[src/rtl/bspl_pkg.sv]
// ----------------------------------------------------------------------------
// bspl_pkg: shared types and constants for the BSP leaf locate block
// Request and status codes, table records, and control structs.
// ----------------------------------------------------------------------------
package bspl_pkg;

  localparam int IDX_W   = 10;   // table index width
  localparam int CHILD_W = 11;   // signed child reference
  localparam int STEPS_W = 11;   // walk step count on the result
  localparam int COMP_W  = 32;   // Q16.16 component
  localparam int PROD_W  = 2 * COMP_W;
  localparam int ACC_W   = PROD_W + 2;  // three products plus offset, no overflow
  localparam int FRAC_W  = 16;

  localparam logic [STEPS_W-1:0] STEPS_MAX = {STEPS_W{1'b1}};

  typedef enum logic [1:0] {
    REQ_PLANE  = 2'd0,
    REQ_NODE   = 2'd1,
    REQ_LOCATE = 2'd2,
    REQ_NONE   = 2'd3
  } req_type_e;

  typedef enum logic [1:0] {
    ST_WRITE_OK = 2'd0,
    ST_LEAF     = 2'd1,
    ST_WALK_ERR = 2'd2
  } status_e;

  typedef enum logic [1:0] {
    LANE_X = 2'd0,
    LANE_Y = 2'd1,
    LANE_Z = 2'd2
  } lane_e;

  typedef enum logic [2:0] {
    S_IDLE,
    S_NODE,
    S_PLANE,
    S_MUL_X,
    S_MUL_Y,
    S_MUL_Z,
    S_STEP,
    S_POST
  } state_e;

  typedef struct packed {
    logic [IDX_W-1:0]          plane;
    logic signed [CHILD_W-1:0] front;
    logic signed [CHILD_W-1:0] back;
  } node_rec_t;

  typedef struct packed {
    logic signed [COMP_W-1:0] nx;
    logic signed [COMP_W-1:0] ny;
    logic signed [COMP_W-1:0] nz;
    logic signed [COMP_W-1:0] off;
  } plane_rec_t;

  typedef struct packed {
    logic             plane_we;
    logic             node_we;
    logic [IDX_W-1:0] idx;
  } tbl_wr_t;

  typedef struct packed {
    logic             node_en;
    logic [IDX_W-1:0] node_addr;
    logic             plane_en;
    logic [IDX_W-1:0] plane_addr;
  } tbl_rd_t;

  typedef struct packed {
    logic  mul_en;
    lane_e lane;
    logic  acc_init;
    logic  acc_en;
  } dist_ctl_t;

endpackage

[src/rtl/bspl_dist.sv]
// ----------------------------------------------------------------------------
// bspl_dist: shared signed-distance unit
// One 32x32 multiplier and one wide accumulator, stepped over x, y, z.
// ----------------------------------------------------------------------------
module bspl_dist (
  input  logic                                clk,
  input  bspl_pkg::dist_ctl_t                 ctl,
  input  bspl_pkg::plane_rec_t                plane,
  input  logic signed [bspl_pkg::COMP_W-1:0]  px,
  input  logic signed [bspl_pkg::COMP_W-1:0]  py,
  input  logic signed [bspl_pkg::COMP_W-1:0]  pz,
  output logic                                behind
);
  import bspl_pkg::*;

  logic signed [COMP_W-1:0] n_sel;
  logic signed [COMP_W-1:0] p_sel;
  logic signed [PROD_W-1:0] prod_nxt;
  logic signed [PROD_W-1:0] prod_r;
  logic signed [ACC_W-1:0]  acc_r;
  logic signed [ACC_W-1:0]  acc_sum;
  logic signed [ACC_W-1:0]  off_ext;

  always_comb begin
    unique case (ctl.lane)
      LANE_X: begin
        n_sel = plane.nx;
        p_sel = px;
      end
      LANE_Y: begin
        n_sel = plane.ny;
        p_sel = py;
      end
      LANE_Z: begin
        n_sel = plane.nz;
        p_sel = pz;
      end
      default: begin
        n_sel = '0;
        p_sel = '0;
      end
    endcase
  end

  assign prod_nxt = n_sel * p_sel;
  assign off_ext  = {{(ACC_W-COMP_W-FRAC_W){plane.off[COMP_W-1]}}, plane.off,
                     {FRAC_W{1'b0}}};
  assign acc_sum  = acc_r + {{(ACC_W-PROD_W){prod_r[PROD_W-1]}}, prod_r};
  assign behind   = acc_sum[ACC_W-1];

  always_ff @(posedge clk) begin
    if (ctl.mul_en) begin
      prod_r <= prod_nxt;
    end
    if (ctl.acc_init) begin
      acc_r <= -off_ext;
    end else if (ctl.acc_en) begin
      acc_r <= acc_sum;
    end
  end

endmodule

[config.mk]
export PLATFORM = sky130hd
export DESIGN_NAME = bspl_dist
export DESIGN_NICKNAME = d
export VERILOG_FILES = /design/src/rtl/bspl_pkg.sv /design/src/rtl/bspl_dist.sv
export SDC_FILE = /design/constraint.sdc
export NUM_CORES = 2
export LEC_CHECK = 0
export BUFFER_PORTS_ARGS = -buffer_cell sky130_fd_sc_hd__buf_2
export CORE_MARGIN = 3
export CORE_UTILIZATION = 57
export CTS_CLUSTER_SIZE = 10
export DETAILED_ROUTE_END_ITERATION = 10
export PLACE_DENSITY = 0.77
export SLEW_MARGIN = 15
export SYNTH_ARGS = -nofsm -noshare
export SYNTH_HDL_FRONTEND = slang
export SYNTH_SLANG_ARGS = --single-unit
[constraint.sdc]
create_clock -name clk -period 23.1 [get_ports clk]
set_input_delay 3.465 -clock clk [delete_from_list [all_inputs] [get_ports clk]]
set_output_delay 3.465 -clock clk [all_outputs]
set_load 0.05 [all_outputs]
==> Word-level counts from Yosys, hierarchy flattened <==
Cells that the tools add are included.
{ "word_totals": {"ff_bits": 130, "output_inout_bits": 1, "input_bits": 230, "word_cells": 13} }
{ "classes": {"n_addsub": 2, "mul": 1, "n_reduce_logical": 2, "eq_ne": 2, "mux": 4} }
{ "op_table": {"columns": ["op", "n"], "rows": [
  ["$pmux W32 S3", 2],
  ["$mux W66", 2],
  ["$add A66 B66 Y66", 1],
  ["$neg A48 Y66", 1],
  ["$mul A32 B32 Y64", 1],
  ["$eq A2 B1 Y1 const B", 1],
  ["$eq A2 B2 Y1 const B", 1],
  ["$logic_not A2 Y1", 1],
  ["$reduce_bool A2 Y1", 1]
]} }

==> Longest topological paths before layout <==
{ "depth": {"word_depth": 3, "ltp_mapped": 34, "depth_no_buf": 30} }

==> Worst setup path before layout <==
Ideal clock, no wire load.
{ "synth_timing": {"kind": "in2reg", "from": "in ctl[2] in the netlist's numbering", "to": "reg prod_r[62], data pin", "path_slack_ps": 11009, "setup_time_ps": 274, "n_path_buf": 3, "required_time_ps": 22826, "arrival_time_ps": 11817, "path_stages": 33, "cell_sequence": "clkbuf_1 clkbuf_1 nand2_1 a21oi_1 a21o_1 clkbuf_1 nand2_1 inv_1 fa_1 inv_1 fa_1 inv_1 fa_1 fa_1 inv_1 fa_1 inv_1 fa_1 inv_1 fa_1 inv_1 fa_1 ha_1 a21oi_1 o21bai_1 a21o_1 a21o_1 a221o_1 a21oi_1 nor2_1 nor2_1 o41ai_1 xor2_1"} }
{ "synth_between": {"elab_chain_len": 3, "elab_cells_between_ends": 6, "cone_classes": "mul: 1; eq/ne: 2; mux: 2; reduce/logical: 1"} }
{ "synth_lines": {"columns": ["element", "line_no", "text"], "rows": [
  ["start, declared", "bspl_dist.sv:7", "input bspl_pkg::dist_ctl_t ctl,"],
  ["$eq A2 B2 Y1, or another cell as far along", "bspl_dist.sv:25", "unique case (ctl.lane)"],
  ["$pmux W32 S3", "bspl_dist.sv:25", null],
  ["$mul A32 B32 Y64 *", "bspl_dist.sv:45", "assign prod_nxt = n_sel * p_sel;"],
  ["via prod_nxt[62]", "bspl_dist.sv:18", "logic signed [PROD_W-1:0] prod_nxt;"],
  ["end signal, assigned", "bspl_dist.sv:53", "prod_r <= prod_nxt;"],
  ["end, declared", "bspl_dist.sv:19", "logic signed [PROD_W-1:0] prod_r;"]
]} }
The timed path passes the listed nets; every way through them passes the cells marked *.
A chain may end at the register's enable or synchronous reset.

==> Worst setup path in the final report <==
{ "layout_timing": {"from": "in ctl[3] in the netlist's numbering", "to": "reg prod_r[62], data pin"} }
The elaborated chain is that of the path after synthesis.

==> metrics.md <==
| Metric | Value |
|---|---|
| Status | completed |
| IO Count | ~230 |
| Post-route clock period utilization | 61.5% |
| Total number of vias | between 30,000 and 40,000 |
| Die area | 0.0840 mm² |
| Routability cong. | 1.04 |
| Crit path DAT | around 14,000 ps |
| Area post-placement | approximately 0.048 mm² |
| Drt drc | 0 |
| Syn_area_per_cell | ~8.9 µm² |
| Asr flop ratio synth | 0% |
| Period minus WS final | between 10,000 and 15,000 ps |
| H-tree levels | 4 |
| Worst path max stage delay | 940 ps |
| Slowest library cell on the worst path | a21o_1 |
| Initial antenna violation count | 13 |
| Sequential-to-total area share from yosys stat | approximately 8.5% |
| Worst Max-Slew Pin Slew | 1290 ps |
| Crit path top cell by count | fa_1 |
| Utilization after layout | 61.7% |
| Hold_buf cts | 0 |
| Final hold vios | 0 |
| Slew headroom | about 14% |
| # setup viols final | 0 |
| Req. time, crit path | around 23,000 ps |
| Largest net degree at the start of global routing | 94 |
| CTS root buf | clkbuf_16 |
| Syn Inst Count | just over 5,000 |
| Clock tree buffer depth | 2 |
| Cts repair resizes | 0 |
| Worst min path class | reg2reg |
| Initial Utilization | between 50% and 60% |
| Fin Clk Skew | about 12 ps |
| RSZ-0062 raised after global routing | no |
| Worst-skew pair later-pin latency | about 450 ps |
| Vias/cell | just over 6 |
| Synth Flop Type | edfxtp_1 |
| DP Worst Slack | 8650 ps |
| Total Routing Usage GR | around two fifths |
| Nets | slightly below 7,000 |
| Setup crit start kind | input port |
| Die Ht | ~290 µm |
| Core area | 0.0794 mm² |
| Synthesized area | around 0.046 mm² |
| Max Clk Rate | 70.4 MHz |
| # Max-Cap Violations | 0 |
| Clock sinks | 130 |
| Syn Nets | between 6,000 and 7,000 |
| Max-slew violation count | 0 |
| Vias in the first global route | between 40,000 and 50,000 |
| HPWL after DPL | around 120 mm |
| GR Overflow Total | 0 |
| Synthesized flop and latch total | 130 |
| Final setup margin | around 8900 ps |
| Ys Warns | 0 |
| Critical path endpoint category | flip-flop |
| Post-DR wirelength/cell | around 25 µm |
| Initial drt markers | about 4,100 |
| CP max FO | 64 |
| FP Rows | 103 |
| DRT Wirelength | between 150 and 200 mm |
| Synth unique cells | 79 |
| Die width | between 200 and 300 µm |
| Global-route wire length before repair | roughly 240 mm |
| Post-CTS setup buffer count | 0 |
| Area grow syn2layout | 6.73% |
| EDFF count, synth | 130 |
| Port-buffer cells | 230 |
| Reg clk slew, reported paths | 60 ps |
| Number of detailed-route iterations in the first pass | 6 |
| CP Class | in2reg |
| CTS tree | yes |
| Finished Cell Area | a little under 0.05 mm² |
| Clock buffers created by TritonCTS | 17 |
| Antenna viol nets, final | 0 |
| TNS Setup | 0 ps |
| Layout cell share with drive strength beyond 1 | under 10% |
[layout make-up]
cell class                      count  area (µm²)
Antenna cell                        6        15.0
Clock buffer                       17         425
Clock inverter                     15         146
Fill cell                        6819       30400
Inverter                         1063        3990
Multi-Input combinational cell   3728       37300
Sequential cell                   130        3900
Tap cell                         1050        1310
Timing Repair Buffer              328        1890
[cells in the mapped netlist, types with 30 or more instances]
| cell type | instances | share of area [%] |
|---|---|---|
| a21o_1 | 105 | 1.7 |
| a21oi_1 | 209 | 2.3 |
| clkbuf_1 | 203 | 1.7 |
| edfxtp_1 | 130 | 8.5 |
| fa_1 | 1083 | 47 |
| ha_1 | 250 | 6.8 |
| inv_1 | 1061 | 8.7 |
| mux2i_1 | 68 | 1.5 |
| nand2_1 | 665 | 5.4 |
| nand2b_1 | 32 | 0.44 |
| nand3_1 | 30 | 0.33 |
| nand4_1 | 41 | 0.56 |
| nor2_1 | 640 | 5.2 |
| o21a_1 | 38 | 0.62 |
| o21ai_0 | 136 | 1.5 |
| xnor2_1 | 99 | 1.9 |
| xor2_1 | 43 | 0.82 |
[flip-flops by register name, indices dropped and copies added (netlist names)]
| name | cells |
|---|---|
| acc_r | 66 |
| prod_r | 64 |
[path summary, 6_finish.rpt]
path                                from                     end  slack (ps)  depth (start not counted)
setup / recovery                  ctl[3]    prod_r[62]$_DFFE_PP_        8900                         29
hold reg to reg   acc_r[0]$_SDFFCE_PP0P_  acc_r[0]$_SDFFCE_PP0P_         660                          2
setup reg to reg     acc_r[26]$_DFFE_PP_     acc_r[65]$_DFFE_PP_       18880                         11
hold / removal    acc_r[0]$_SDFFCE_PP0P_  acc_r[0]$_SDFFCE_PP0P_         660                          2
[metal layers]
layer / track usage, % / vias up / part of all wire (%)
li1: - / 15970 / -
met1: 48.9 / 19029 / 36
met2: 58.6 / 2583 / 43
met3: 12.5 / 824 / 13
met4: 25.3 / 14 / 8.7
met5: 0 / - / 0.057
[logic make-up after synthesis]
family	share of synthesized area [%]
and+or+nand+nor	13.9
buffers and inverters	10.5
adders and majority gates	54.1
DFF	8.51
AOI/OAI and AO/OA	8.72
muxes	1.56
xor gates and xnor gates	2.71
[critical path, delay by kind of cell]
family | cells | cell delay [ps]
AO/OA/AOI/OAI | 10 | 4070
XOR/XNOR | 1 | 150
buffers and inverters | 7 | 1330
adder cells (fa/ha/maj) | 9 | 4280
AND/OR/NAND/NOR | 2 | 1000
[cell usage in the layout (no fill, tap or decap), types with 37 or more instances in the layout]
master,netlist,layout
mux2i_1,68,68
nand4_1,41,41
o21ai_0,136,130
o21a_1,38,37
buf_4,0,100
nand2_1,665,665
xor2_1,43,43
nor2_1,640,639
edfxtp_1,130,130
a21o_1,105,105
fa_1,1083,1083
inv_1,1061,1061
a21oi_1,209,190
buf_2,1,228
ha_1,250,250
xnor2_1,99,99
[through the flow]
step,instances,hold slack [ps]
after global routing,6331,717
final,6337,664
after global placement,6299,642
after floorplan,5145,622
after detailed placement,6299,646
after CTS,6331,667
Power is left out: the tool's default activity adds up to more than one toggle a clock period on the data nets, which glitch-free logic cannot reach.
